<file path="src/smxs_pkg.sv">
// Shared types and constants for the softmax head action sampler.
`timescale 1ns / 1ps

package smxs_pkg;

  // Sample mode codes; the unused code falls through to softmax sampling
  localparam logic [1:0] MODE_SOFTMAX = 2'd0;
  localparam logic [1:0] MODE_ARGMAX  = 2'd1;
  localparam logic [1:0] MODE_UNIFORM = 2'd2;

  // Register indexes on the configuration port
  localparam logic REG_SAMPLE_MODE = 1'b0;
  localparam logic REG_LOGIT_SCALE = 1'b1;

  // Reset values of the registers
  localparam logic [1:0]  SAMPLE_MODE_RESET = MODE_SOFTMAX;
  localparam logic [15:0] LOGIT_SCALE_RESET = 16'd4096;

  // Head sequence: four stored picks, the fifth head closes the action
  localparam int         HEAD_COUNT = 5;
  localparam logic [2:0] HEAD_LAST  = 3'(HEAD_COUNT - 1);

  // log2(e) in Q1.15 and the weight of the largest logit (1.0 in Q1.16)
  localparam logic signed [16:0] LOG2E_Q15  = 17'sd47274;
  localparam logic [16:0]        WEIGHT_ONE = 17'd65536;
  localparam logic [4:0]         SHIFT_MAX  = 5'd17;

  // One policy head as it enters the sampler
  typedef struct packed {
    logic signed [15:0] logit_first;
    logic signed [15:0] logit_second;
    logic signed [15:0] logit_third;
    logic [1:0]         head_width;
    logic [15:0]        random_fraction;
  } head_t;

  // Configuration seen by the sampler
  typedef struct packed {
    logic [1:0]  sample_mode;
    logic [15:0] logit_scale;
  } cfg_t;

  // Pick handed back to the action assembly
  typedef struct packed {
    logic       valid;
    logic [1:0] choice;
  } pick_t;

endpackage

</file>
<file path="src/smxs_if.sv">
// Valid/ready channel interfaces for policy heads and control actions.
`timescale 1ns / 1ps

interface smxs_head_if;
  logic               valid;
  logic               ready;
  logic signed [15:0] logit_first;
  logic signed [15:0] logit_second;
  logic signed [15:0] logit_third;
  logic [1:0]         head_width;
  logic [15:0]        random_fraction;

  modport source (
    output valid, logit_first, logit_second, logit_third, head_width, random_fraction,
    input  ready
  );
  modport sink (
    input  valid, logit_first, logit_second, logit_third, head_width, random_fraction,
    output ready
  );
endinterface

interface smxs_action_if;
  logic              valid;
  logic              ready;
  logic signed [1:0] throttle;
  logic signed [1:0] steer;
  logic signed [1:0] pitch;
  logic signed [1:0] yaw;
  logic signed [1:0] roll;
  logic              jump;
  logic              boost;
  logic              handbrake;

  modport source (
    output valid, throttle, steer, pitch, yaw, roll, jump, boost, handbrake,
    input  ready
  );
  modport sink (
    input  valid, throttle, steer, pitch, yaw, roll, jump, boost, handbrake,
    output ready
  );
endinterface

</file>
<file path="src/smxs_mul.sv">
// Shared signed 33x17 multiplier with a registered product.
`timescale 1ns / 1ps

module smxs_mul (
  input  logic               clk,
  input  logic               en,
  input  logic signed [32:0] a,
  input  logic signed [16:0] b,
  output logic signed [49:0] prod
);

  // Load a new product only when the sequencer issues one; hold otherwise
  always_ff @(posedge clk) begin
    if (en) begin
      prod <= 50'(a) * 50'(b);
    end
  end

endmodule

</file>
<file path="src/smxs_pick.sv">
// Per-head pick sequencer: argmax, uniform draw or scaled softmax sampling.
`timescale 1ns / 1ps

module smxs_pick #(
  parameter int MAX_CHOICES = 3
) (
  input  logic          clk,
  input  logic          rst,
  input  logic          start,
  input  smxs_pkg::head_t item,
  input  smxs_pkg::cfg_t  cfg,
  output logic          idle,
  output smxs_pkg::pick_t result
);

  localparam int         CW   = $clog2(MAX_CHOICES);
  localparam logic [1:0] KMAX = 2'(MAX_CHOICES);

  typedef enum logic [10:0] {
    S_IDLE    = 11'b000_0000_0001,
    S_ARGMAX  = 11'b000_0000_0010,
    S_UNI_MUL = 11'b000_0000_0100,
    S_UNI_WR  = 11'b000_0000_1000,
    S_SC_MUL  = 11'b000_0001_0000,
    S_SC_WR   = 11'b000_0010_0000,
    S_WT_SUB  = 11'b000_0100_0000,
    S_WT_MUL  = 11'b000_1000_0000,
    S_WT_WR   = 11'b001_0000_0000,
    S_SUM_MUL = 11'b010_0000_0000,
    S_SCAN    = 11'b100_0000_0000
  } state_t;

  state_t state;

  logic signed [15:0] lg_in [3];
  logic signed [15:0] lg [MAX_CHOICES];
  logic [15:0]        rnd;
  logic [1:0]         k;
  logic [1:0]         k_in;
  logic [CW-1:0]      c;
  logic [CW-1:0]      best;
  logic [CW-1:0]      best_new;
  logic signed [15:0] best_val;
  logic signed [15:0] lg_c;
  logic               c_last;
  logic signed [32:0] sc [MAX_CHOICES];
  logic signed [32:0] sc_new;
  logic signed [32:0] mx;
  logic [31:0]        d;
  logic [16:0]        wt [MAX_CHOICES];
  logic [16:0]        w_base;
  logic [16:0]        w;
  logic               n_big;
  logic [17:0]        sum;
  logic [17:0]        acc;
  logic [17:0]        acc_new;
  logic [17:0]        u;
  logic               hit;
  logic               res_valid;
  logic [1:0]         res_choice;

  logic               mul_en;
  logic signed [32:0] mul_a;
  logic signed [16:0] mul_b;
  logic signed [49:0] prod;

  assign lg_in[0] = item.logit_first;
  assign lg_in[1] = item.logit_second;
  assign lg_in[2] = item.logit_third;

  // Clamp the head width to 1..MAX_CHOICES
  always_comb begin
    if (item.head_width == 2'd0) begin
      k_in = 2'd1;
    end else if (item.head_width > KMAX) begin
      k_in = KMAX;
    end else begin
      k_in = item.head_width;
    end
  end

  assign c_last = (2'(c) == (k - 2'd1));

  // Argmax compare: strictly greater keeps the first largest logit
  assign lg_c     = lg[c];
  assign best_new = (lg_c > best_val) ? c : best;

  // Scaled logit from the product register
  assign sc_new = signed'(prod[32:0]);

  // Exponent approximation: t = prod >> 15, n = t >> 20, f = t[19:0]
  assign n_big  = (|prod[47:40]) || (prod[39:35] >= smxs_pkg::SHIFT_MAX);
  assign w_base = smxs_pkg::WEIGHT_ONE - 17'(prod[34:20]);
  assign w      = n_big ? 17'd0 : (w_base >> prod[39:35]);

  // Threshold scan against the running weight sum
  assign u       = prod[33:16];
  assign acc_new = acc + 18'(wt[c]);
  assign hit     = (u <= acc_new);

  // Select multiplier operands for the step in progress
  always_comb begin
    mul_en = 1'b0;
    mul_a  = '0;
    mul_b  = '0;
    if (state == S_UNI_MUL) begin
      mul_en = 1'b1;
      mul_a  = signed'({31'd0, k});
      mul_b  = signed'({1'b0, rnd});
    end else if (state == S_SC_MUL) begin
      mul_en = 1'b1;
      mul_a  = 33'(lg_c);
      mul_b  = signed'({1'b0, cfg.logit_scale});
    end else if (state == S_WT_MUL) begin
      mul_en = 1'b1;
      mul_a  = signed'({1'b0, d});
      mul_b  = smxs_pkg::LOG2E_Q15;
    end else if (state == S_SUM_MUL) begin
      mul_en = 1'b1;
      mul_a  = signed'({15'd0, sum});
      mul_b  = signed'({1'b0, rnd});
    end
  end

  smxs_mul u_mul (
    .clk  (clk),
    .en   (mul_en),
    .a    (mul_a),
    .b    (mul_b),
    .prod (prod)
  );

  // Sequence one head through the shared multiplier
  always_ff @(posedge clk) begin
    if (rst) begin
      state     <= S_IDLE;
      res_valid <= 1'b0;
    end else begin
      res_valid <= 1'b0;
      unique case (state)
        S_IDLE: begin
          if (start) begin
            for (int i = 0; i < MAX_CHOICES; i++) begin
              lg[i] <= lg_in[i];
            end
            rnd      <= item.random_fraction;
            k        <= k_in;
            c        <= '0;
            best     <= '0;
            best_val <= lg_in[0];
            sum      <= '0;
            acc      <= '0;
            if (cfg.sample_mode == smxs_pkg::MODE_ARGMAX) begin
              state <= S_ARGMAX;
            end else if (cfg.sample_mode == smxs_pkg::MODE_UNIFORM) begin
              state <= S_UNI_MUL;
            end else begin
              state <= S_SC_MUL;
            end
          end
        end
        S_ARGMAX: begin
          best     <= best_new;
          best_val <= (lg_c > best_val) ? lg_c : best_val;
          c        <= c + CW'(1);
          if (c_last) begin
            res_valid  <= 1'b1;
            res_choice <= 2'(best_new);
            state      <= S_IDLE;
          end
        end
        S_UNI_MUL: begin
          state <= S_UNI_WR;
        end
        S_UNI_WR: begin
          res_valid  <= 1'b1;
          res_choice <= prod[17:16];
          state      <= S_IDLE;
        end
        S_SC_MUL: begin
          state <= S_SC_WR;
        end
        S_SC_WR: begin
          sc[c] <= sc_new;
          if ((c == '0) || (sc_new > mx)) begin
            mx <= sc_new;
          end
          if (c_last) begin
            c     <= '0;
            state <= S_WT_SUB;
          end else begin
            c     <= c + CW'(1);
            state <= S_SC_MUL;
          end
        end
        S_WT_SUB: begin
          d     <= 32'(mx - sc[c]);
          state <= S_WT_MUL;
        end
        S_WT_MUL: begin
          state <= S_WT_WR;
        end
        S_WT_WR: begin
          wt[c] <= w;
          sum   <= sum + 18'(w);
          if (c_last) begin
            c     <= '0;
            state <= S_SUM_MUL;
          end else begin
            c     <= c + CW'(1);
            state <= S_WT_SUB;
          end
        end
        S_SUM_MUL: begin
          state <= S_SCAN;
        end
        S_SCAN: begin
          acc <= acc_new;
          if (hit || c_last) begin
            res_valid  <= 1'b1;
            res_choice <= 2'(c);
            state      <= S_IDLE;
          end else begin
            c <= c + CW'(1);
          end
        end
        default: begin
          state <= S_IDLE;
        end
      endcase
    end
  end

  assign idle          = (state == S_IDLE);
  assign result.valid  = res_valid;
  assign result.choice = res_choice;

`ifndef SYNTHESIS
  a_start_when_idle: assert property (@(posedge clk) disable iff (rst)
    start |-> (state == S_IDLE))
    else $error("head started while the sampler is busy");

  a_pick_in_range: assert property (@(posedge clk) disable iff (rst)
    res_valid |-> (res_choice < k))
    else $error("pick outside the head width");

  a_single_pick: assert property (@(posedge clk) disable iff (rst)
    res_valid |=> !res_valid)
    else $error("more than one pick for one head");
`endif

endmodule

</file>
<file path="src/softmax_head_action_sampler_unit.sv">
// Top level of the softmax head action sampler: config port, head sequence, action register.
`timescale 1ns / 1ps

// Takes five policy heads in a row on the head channel and, after the fifth,
// delivers one control action beat on the action channel; heads one to four
// produce no beat. Each head runs through a small sequencer around one shared
// signed 33x17 multiplier, and the head channel stays not-ready while a head
// is in work. With k the clamped head width, softmax mode scales each logit
// (multiply, write), forms each exponent weight (subtract, multiply, write),
// multiplies the weight sum by the random fraction, scans up to k weights and
// files the pick; argmax compares the k logits in turn and uniform mode does
// a multiply and a write. The finished action sits in an output register, so
// the next set of heads is taken while it waits; only the fifth head of the
// following set is held off until that beat is taken. The user must write
// registers sample_mode (byte 0) and logit_scale (byte 4) over the APB port
// only while the block is idle; the block itself does not enforce this.
module softmax_head_action_sampler_unit #(
  parameter int MAX_CHOICES = 3
) (
  input  logic                 clk,
  input  logic                 rst,
  smxs_head_if.sink            head,
  smxs_action_if.source        action,
  input  logic                 psel,
  input  logic                 penable,
  input  logic                 pwrite,
  input  logic [2:0]           paddr,
  input  logic [31:0]          pwdata,
  output logic [31:0]          prdata,
  output logic                 pready
);

  logic [1:0]      sample_mode;
  logic [15:0]     logit_scale;
  logic            cfg_write;
  smxs_pkg::cfg_t  cfg;
  smxs_pkg::head_t item;
  smxs_pkg::pick_t pick;
  logic            pick_idle;
  logic            start;
  logic [2:0]      head_counter;
  logic            counter_last;
  logic [1:0]      picked [smxs_pkg::HEAD_COUNT - 1];
  logic signed [1:0] thr;
  logic signed [1:0] str;
  logic            hb;

  // Configuration registers
  assign pready    = 1'b1;
  assign cfg_write = psel && penable && pwrite;

  always_ff @(posedge clk) begin
    if (rst) begin
      sample_mode <= smxs_pkg::SAMPLE_MODE_RESET;
      logit_scale <= smxs_pkg::LOGIT_SCALE_RESET;
    end else if (cfg_write) begin
      if (paddr[2] == smxs_pkg::REG_SAMPLE_MODE) begin
        sample_mode <= pwdata[1:0];
      end else begin
        logit_scale <= pwdata[15:0];
      end
    end
  end

  assign prdata = (paddr[2] == smxs_pkg::REG_LOGIT_SCALE) ? {16'd0, logit_scale}
                                                         : {30'd0, sample_mode};

  assign cfg.sample_mode = sample_mode;
  assign cfg.logit_scale = logit_scale;

  // Head beat into the sampler
  assign item.logit_first     = head.logit_first;
  assign item.logit_second    = head.logit_second;
  assign item.logit_third     = head.logit_third;
  assign item.head_width      = head.head_width;
  assign item.random_fraction = head.random_fraction;

  assign counter_last = (head_counter >= smxs_pkg::HEAD_LAST);

  // Hold off while busy, while a pick is being filed, or when the last head
  // would find the action register still full
  assign head.ready = pick_idle && !pick.valid && !(counter_last && action.valid);
  assign start      = head.valid && head.ready;

  smxs_pick #(
    .MAX_CHOICES (MAX_CHOICES)
  ) u_pick (
    .clk    (clk),
    .rst    (rst),
    .start  (start),
    .item   (item),
    .cfg    (cfg),
    .idle   (pick_idle),
    .result (pick)
  );

  // Store picks of the first heads
  always_ff @(posedge clk) begin
    if (pick.valid && !counter_last) begin
      picked[head_counter[1:0]] <= pick.choice;
    end
  end

  // Advance the head counter, wrap after the last head
  always_ff @(posedge clk) begin
    if (rst) begin
      head_counter <= '0;
    end else if (pick.valid) begin
      head_counter <= counter_last ? 3'd0 : head_counter + 3'd1;
    end
  end

  // Assemble the action from the stored picks and the last pick
  assign thr = signed'(picked[0] - 2'd1);
  assign str = signed'(picked[1] - 2'd1);
  assign hb  = |pick.choice;

  always_ff @(posedge clk) begin
    if (rst) begin
      action.valid <= 1'b0;
    end else if (pick.valid && counter_last) begin
      action.valid <= 1'b1;
    end else if (action.ready) begin
      action.valid <= 1'b0;
    end
  end

  always_ff @(posedge clk) begin
    if (pick.valid && counter_last) begin
      action.throttle  <= thr;
      action.steer     <= str;
      action.pitch     <= thr;
      action.yaw       <= hb ? 2'sd0 : str;
      action.roll      <= hb ? str : 2'sd0;
      action.jump      <= |picked[2];
      action.boost     <= |picked[3];
      action.handbrake <= hb;
    end
  end

`ifndef SYNTHESIS
  a_action_slot_free: assert property (@(posedge clk) disable iff (rst)
    (pick.valid && counter_last) |-> !action.valid)
    else $error("action register overwritten before its beat was taken");

  a_counter_range: assert property (@(posedge clk) disable iff (rst)
    head_counter <= smxs_pkg::HEAD_LAST)
    else $error("head counter beyond the last head");

  a_counter_wrap: assert property (@(posedge clk) disable iff (rst)
    (pick.valid && counter_last) |=> (head_counter == 3'd0) && action.valid)
    else $error("last head did not close the action");
`endif

endmodule
</file>
<file path="src/flat_wrapper.sv">
// flat-port wrapper written by rule: the top's interface ports become plain ports
module softmax_head_action_sampler_unit_flat 
#(
  parameter int MAX_CHOICES = 3
)
  (clk, rst, psel, penable, pwrite, paddr, pwdata, prdata, pready, head_valid, head_logit_first, head_logit_second, head_logit_third, head_head_width, head_random_fraction, head_ready, action_valid, action_throttle, action_steer, action_pitch, action_yaw, action_roll, action_jump, action_boost, action_handbrake, action_ready);
  smxs_head_if head_i ();
  smxs_action_if action_i ();
  input  logic clk;
  input  logic rst;
  input  logic psel;
  input  logic penable;
  input  logic pwrite;
  input  logic [2:0] paddr;
  input  logic [31:0] pwdata;
  output logic [31:0] prdata;
  output logic pready;
  input wire logic [$bits(head_i.valid)-1:0] head_valid;
  input wire logic [$bits(head_i.logit_first)-1:0] head_logit_first;
  input wire logic [$bits(head_i.logit_second)-1:0] head_logit_second;
  input wire logic [$bits(head_i.logit_third)-1:0] head_logit_third;
  input wire logic [$bits(head_i.head_width)-1:0] head_head_width;
  input wire logic [$bits(head_i.random_fraction)-1:0] head_random_fraction;
  output wire logic [$bits(head_i.ready)-1:0] head_ready;
  output wire logic [$bits(action_i.valid)-1:0] action_valid;
  output wire logic [$bits(action_i.throttle)-1:0] action_throttle;
  output wire logic [$bits(action_i.steer)-1:0] action_steer;
  output wire logic [$bits(action_i.pitch)-1:0] action_pitch;
  output wire logic [$bits(action_i.yaw)-1:0] action_yaw;
  output wire logic [$bits(action_i.roll)-1:0] action_roll;
  output wire logic [$bits(action_i.jump)-1:0] action_jump;
  output wire logic [$bits(action_i.boost)-1:0] action_boost;
  output wire logic [$bits(action_i.handbrake)-1:0] action_handbrake;
  input wire logic [$bits(action_i.ready)-1:0] action_ready;
  assign head_i.valid = head_valid;
  assign head_i.logit_first = head_logit_first;
  assign head_i.logit_second = head_logit_second;
  assign head_i.logit_third = head_logit_third;
  assign head_i.head_width = head_head_width;
  assign head_i.random_fraction = head_random_fraction;
  assign head_ready = head_i.ready;
  assign action_valid = action_i.valid;
  assign action_throttle = action_i.throttle;
  assign action_steer = action_i.steer;
  assign action_pitch = action_i.pitch;
  assign action_yaw = action_i.yaw;
  assign action_roll = action_i.roll;
  assign action_jump = action_i.jump;
  assign action_boost = action_i.boost;
  assign action_handbrake = action_i.handbrake;
  assign action_i.ready = action_ready;
  softmax_head_action_sampler_unit #(.MAX_CHOICES(MAX_CHOICES)) u_core (.clk(clk), .rst(rst), .head(head_i), .action(action_i), .psel(psel), .penable(penable), .pwrite(pwrite), .paddr(paddr), .pwdata(pwdata), .prdata(prdata), .pready(pready));
endmodule
</file>
<file path="config.mk">
export PLATFORM = sky130hd
export DESIGN_NAME = softmax_head_action_sampler_unit_flat
export DESIGN_NICKNAME = d
export VERILOG_FILES = /design/src/smxs_pkg.sv /design/src/smxs_if.sv /design/src/smxs_mul.sv /design/src/smxs_pick.sv /design/src/softmax_head_action_sampler_unit.sv /design/src/flat_wrapper.sv
export SDC_FILE = /design/constraint.sdc
export NUM_CORES = 2
export LEC_CHECK = 0
export BUFFER_PORTS_ARGS = -buffer_cell sky130_fd_sc_hd__buf_2
export CELL_PAD_IN_SITES_DETAIL_PLACEMENT = 2
export CELL_PAD_IN_SITES_GLOBAL_PLACEMENT = 2
export CORE_AREA = 10 10 468 242
export DETAILED_ROUTE_END_ITERATION = 8
export DIE_AREA = 0 0 478 252
export GPL_TIMING_DRIVEN = 0
export PLACE_DENSITY_LB_ADDON = 0.1
export SYNTH_ARGS = -nofsm -noshare
export SYNTH_HDL_FRONTEND = slang
export SYNTH_HIERARCHICAL = 1
export SYNTH_SLANG_ARGS = --single-unit
</file>
<file path="constraint.sdc">
create_clock -name clk -period 8.6 [get_ports clk]
set_clock_uncertainty 0.05 [all_clocks]
set_input_delay 2.58 -clock clk [delete_from_list [all_inputs] [get_ports clk]]
set_output_delay 2.58 -clock clk [all_outputs]
set_load 0.01 [all_outputs]
</file>
* Yosys cells after proc, flatten, opt, wreduce, memory -nomap -nowiden
Memory sizes are Yosys's and may differ from the RTL's. A register that Yosys moved wholly into a read port is not among the register bits.
Index checks and enable logic that the tools add are counted.
** Word-level totals
- Register bits after elaboration :: 234
- Bits in writable memories :: 206
- Input bits :: 108
- Output and inout port bits :: 48
- Logic and storage cells :: 166
- Memories :: 4
** Memories
- u_core.u_pick.sc :: depth 3, width 33, read ports 1, clocked after Yosys merged registers in 1, wr ports 1, RTL line smxs_pick.sv:46 : logic signed [32:0] sc [MAX_CHOICES];
- u_core.u_pick.wt :: depth 3, width 17, read ports 1, clocked after Yosys merged registers in 1, wr ports 1, RTL line smxs_pick.sv:50 : logic [16:0] wt [MAX_CHOICES];
- u_core.u_pick.lg :: depth 3, width 16, read ports 1, clocked after Yosys merged registers in 1, wr ports 3, RTL line smxs_pick.sv:36 : logic signed [15:0] lg [MAX_CHOICES];
- u_core.picked :: depth 4, width 2, read ports 4, clocked after Yosys merged registers in 0, wr ports 1, RTL line softmax_head_action_sampler_unit.sv:43 : logic [1:0] picked [smxs_pkg::HEAD_COUNT - 1];
** Operators by class
- Add/subtract/negate cells :: 9
- Multiply operators :: 1
- Order comparisons :: 6
- Equality and inequality tests :: 19
- Shifts and indexed selects :: 1
- Mux-type cells :: 59
- Bitwise logic cells :: 2
- Reductions and logical operators :: 40
** Operators by type and width (count)
- 2-to-1 mux 16 bit :: 7
- case mux 11 bit (10 select lines) :: 1
- case mux 18 bit (2 select lines) :: 2
- 2-to-1 mux 33 bit :: 2
- multiplier 33 x 17 -> 48 bit :: 1
- adder 18 x 17 -> 18 bit :: 2
- 2-to-1 mux 18 bit :: 2
- > comparator 33 bit :: 1
- 2-to-1 mux 11 bit :: 3
- 2-to-1 mux 32 bit :: 1
- case mux 16 bit (2 select lines) :: 1
- subtractor 32 bit :: 1
- 2-to-1 mux 1 bit :: 20
- 2-to-1 mux 2 bit :: 10
- less-or-equal comparator 18 bit :: 1
- AND reduction 3 bit :: 6
- 2-to-1 mux 17 bit :: 1
- >> shifter 17 x 5 -> 17 bit :: 1
- subtractor 17 x 15 -> 17 bit (first input constant) :: 1
- > comparator 16 bit :: 1
- AND reduction 4 bit :: 3
- equality test 11 x 1 -> 1 bit (second input constant) :: 1
- equality test 11 x 10 -> 1 bit (second input constant) :: 1
- equality test 11 bit (second input constant) :: 1
- other kinds (37) :: 66

* Depth between registers and ports, before layout
- Depth after elaboration :: 9
- Mapped depth :: 33
- Mapped depth without buffers :: 30

* By module
Netlist, hierarchy kept.
** Modules (own cells, without submodules)
- smxs_mul :: times used 1, cells an instance 2195, area an instance 20752.4 um^2, sequential area each 1501.4 um^2
- smxs_pick :: times used 1, cells an instance 1639, area an instance 18944.4 um^2, sequential area each 10369.9 um^2
- softmax_head_action_sampler_unit :: times used 1, cells an instance 181, area an instance 1991.9 um^2, sequential area each 1011.0 um^2

* Worst setup path before layout
No wires, ideal clock.
- Path type :: reg2reg
- Start :: register u_core.u_pick.state[3]
- End :: register, netlist name u_core/u_pick/u_mul/prod[49]
- Setup time :: 260 ps
- Data arrival time :: 7543 ps
- Data required time :: 8290 ps
- Path slack :: 747 ps
- Cell stages (with the launch flop) :: 30
- Buffers on the path :: 3
- Period minus slack after synthesis :: 7853 ps
- Cell sequence :: dfxtp_1 > nor2_1 > nand2_1 > or4_1 > nand4bb_1 > nand2_1 > clkbuf_1 > a22o_1 > clkbuf_1 > nand2_1 > fa_1 > inv_1 > fa_1 > fa_1 > fa_1 > fa_1 > inv_1 > fa_1 > inv_1 > ha_1 > buf_4 > a21o_1 > a21o_1 > a21o_1 > a21o_1 > a21o_1 > nand2_1 > o2111ai_1 > a21oi_1 > xnor2_1
** RTL lines
- start, declared :: RTL line smxs_pick.sv:33 : state_t state;
- start signal, assigned :: RTL line smxs_pick.sv:136 : state <= S_IDLE;
- start signal, assigned :: RTL line smxs_pick.sv:154 : state <= S_ARGMAX;
- start signal, assigned :: RTL line smxs_pick.sv:156 : state <= S_UNI_MUL;

* Worst setup path after layout
- Start :: register u_core.u_pick.state[3]
- End :: register u_core.u_pick.u_mul.prod[45], data pin
** On the way
- Cells in the longest elaborated chain, start to end :: 6
- Elaborated cells between the ends (all ways) :: 13
- Those cells by class :: mul (1); eq/ne (4); mux (8)
** RTL lines
- equality test 11 x 10 -> 1 bit :: RTL line smxs_pick.sv:118 : end else if (state == S_SUM_MUL) begin
- 2-to-1 mux 16 bit :: RTL line smxs_pick.sv:118
- 2-to-1 mux 16 bit :: RTL line smxs_pick.sv:114 : end else if (state == S_WT_MUL) begin
- 2-to-1 mux 16 bit :: RTL line smxs_pick.sv:110 : end else if (state == S_SC_MUL) begin
- 2-to-1 mux 16 bit * :: RTL line smxs_pick.sv:106 : if (state == S_UNI_MUL) begin
- named net u_core.u_pick.mul_b[13] :: RTL line smxs_pick.sv:64 : logic signed [16:0] mul_b;
- multiplier 33 x 17 -> 48 bit * :: RTL line smxs_mul.sv:15 : prod <= 50'(a) * 50'(b);
- end signal, assigned :: RTL line smxs_mul.sv:15
- end, declared :: RTL line smxs_mul.sv:9 : output logic signed [49:0] prod
Mark *: on every way through the listed nets, which the timed path passes. The rest lies on a longest branch.
A chain may end at the register's enable or synchronous reset.

==> impl_metrics.py <==
metrics = {
    "grt": {
        "grt_use_total_pct": 25.0,
        "grt_overflow_total": 0,
        "grt_max_degree": 33,
        "grt_pass1_wl_um": 228000,
        "antenna_found_initial": 7,
        "first_global_vias": 34945,
    },
    "timing": {
        "rsz0062_at_grt": "true",
        "fin_ws_ns": 0.226,
        "finalMaxSlewViolations": 0,
        "min_period_ns": 8.37,
        "timing.hold.ws_ns": 0.449,
        "worst_slew_pin_slew_ns": 1.03,
        "setup_viol": 0,
        "hold_violations": 0,
        "finalCritPeriodShare_pct": 97.4,
        "max-slew-margin-rel_pct": 30.8,
        "timing.fmax_ghz": 0.119,
    },
    "floorplanning": {
        "die_h_um": 252,
        "dieArea_um2": 120000,
        "rows": 84,
        "die_x_um": 478,
        "initial_core_util_pct": 39.5,
        "coreArea_um2": 105000,
        "ios": 156,
    },
    "route": {
        "drcViolationCount": 0,
        "wl_um": 153000,
        "avgRoutedWirePerCell_um": 26.8,
        "first_pass_iters": 5,
        "viasPerCell": 5.41,
        "vias": 30876,
        "ant_nets": 0,
        "first_iter_violations": 1932,
    },
    "synthesis": {
        "avgSynthCellArea_um2": 10.4,
        "synthCells": 3976,
        "synthesis.area_um2": 41300,
        "ys_warn_count": 6,
    },
    "place": {
        "postPlaceCellArea_um2": 44200,
        "io_buffers": 119,
        "dp_slack_ns": -2.00,
        "place_congestion": 0.891,
        "dpl.hpwl_um": 122000,
    },
    "layout": {
        "drive_above_1_share_pct": 13.4,
        "syn2layout_area_growth_pct": 15.3,
        "final_nets": 5147,
        "final_area_um2": 47600,
    },
    "clock_network": {
        "root_buffer": "clkbuf_16",
        "clk_latency_ns": 0.64,
        "clock_path_buffers": 3,
        "cts_max_level": 2,
        "cts_made_buffers": 45,
        "cts_tree": "built",
        "clkSinkCount": 439,
        "postCtsHoldBufs": 0,
        "cts.clk_slew.worst_paths_ns": 0.09,
    },
    "setup_path": {
        "cpMostUsedCell": "fa_1",
        "rr_worst_depth": 29,
        "crit_arrival_ns": 8.73,
        "startpoint_type": "flip-flop",
        "cpPeakStageDelay_ns": 0.61,
        "required_ns": 8.96,
        "slowest_stage": "fa_1",
        "worstSetupPathType": "reg2reg",
        "path_max_fanout": 10,
        "crit_path_end_kind": "flip-flop",
    },
    "power": {
        "ir_drop_mv": 0.205,
        "p_per_area_nw_per_um2": 155,
        "power_w": 0.00738,
        "leakage_nw": 21.2,
    },
    "flow_run": {
        "drv_cap": 0,
    },
    "min_path": {
        "hold_path.class": "reg2reg",
        "whs_path_depth": 2,
    },
    "outcome": {
        "outcome": "completed",
    },
}
==> worst max-delay path: cells and delay by family, from the launching register on <==
kind	cells	cell delay [ns]
compound gates	7	1.39
xor+xnor	1	0.14
fa+ha+maj	7	3.67
buf+inv	6	0.80
flops	1	0.36
simple gates	8	1.71
==> cell usage in the layout (no fill, tap or decap), types with 36 or more instances in the layout <==
cell	instances
nand2b_1	56
edfxtp_1	403
inv_1	637
mux2i_1	91
nor2_1	199
xnor2_1	65
buf_2	126
ha_1	247
dfxtp_1	36
and2_1	250
a21o_1	74
a21oi_1	160
fa_1	523
nand2_1	415
buf_4	87
clkbuf_16	46
xor2_1	36
o21ai_0	83
clkbuf_1	51
==> what timing repair did <==
item / CTS / global route
pin swaps: 27 / 25
buffers inserted: 36 / 24
setup endpoints to repair: 36 / 21
resized for setup: 272 / 160
cloned: 0 / 1
==> flip-flops by register name (all words and copies together) (netlist names), 3 cells and up, named ones only <==
register,count
u_core/u_pick/sum,18
u_core/logit_scale,16
u_core/u_pick/lg,48
u_core/u_pick/state,11
u_core/u_pick/wt,51
u_core/u_pick/best_val,16
u_core/head_counter,3
u_core/u_pick/d,32
u_core/picked,8
u_core/u_pick/rnd,16
u_core/u_pick/acc,18
u_core/u_pick/sc,96
u_core/u_pick/u_mul/prod,48
u_core/u_pick/mx,33
==> final timing paths <==
kind | from | endpoint | slack, ns
setup reg to reg | u_core/u_pick/state[3] | u_core/u_pick/u_mul/prod[45] | 0.23
setup / recovery | u_core/u_pick/state[3] | u_core/u_pick/u_mul/prod[45] | 0.23
hold / removal | u_core/logit_scale[2] | u_core/logit_scale[2] | 0.45
hold reg to reg | u_core/logit_scale[2] | u_core/logit_scale[2] | 0.45
==> layer usage <==
metal	GRT usage (%)	routed length (um)	share of wire, %
met5	0	0	0
met4	6.25	3850	2.5
met3	3.78	8970	5.9
met2	42.6	74300	48
met1	33.3	66100	43
==> area by class of cell <==
| type | count | area (um2) |
|---|---|---|
| inverters | 641 | 2410 |
| well taps | 1419 | 1780 |
| repair buffers | 210 | 1640 |
| fillers | 10838 | 57000 |
| multi-input cells | 2729 | 26100 |
| diodes | 3 | 7.51 |
| plain buffers | 183 | 1320 |
| flip-flops and latches | 439 | 12800 |
| clock inverters | 33 | 402 |
| clock buffers | 51 | 1150 |
==> metrics by stage <==
stage          utilization, %  cells  TNS, ns
6_report                 45.5   5708        0
5_1_grt                  45.5   5706   -0.330
4_1_cts                  44.8   5683        0
3_5_place_dp             42.3   5566   -45.10
3_3_place_gp             41.8   5536   -59.97
2_1_floorplan               -   3998        0
==> power by group <==
| part | switching, W | internal, W |
|---|---|---|
| logic | 0.00170 | 0.000958 |
| registers | 0.0000966 | 0.00250 |
| clock network | 0.000963 | 0.00116 |
| total | 0.00276 | 0.00462 |
No activity file was read; power rests on OpenSTA's default activity.
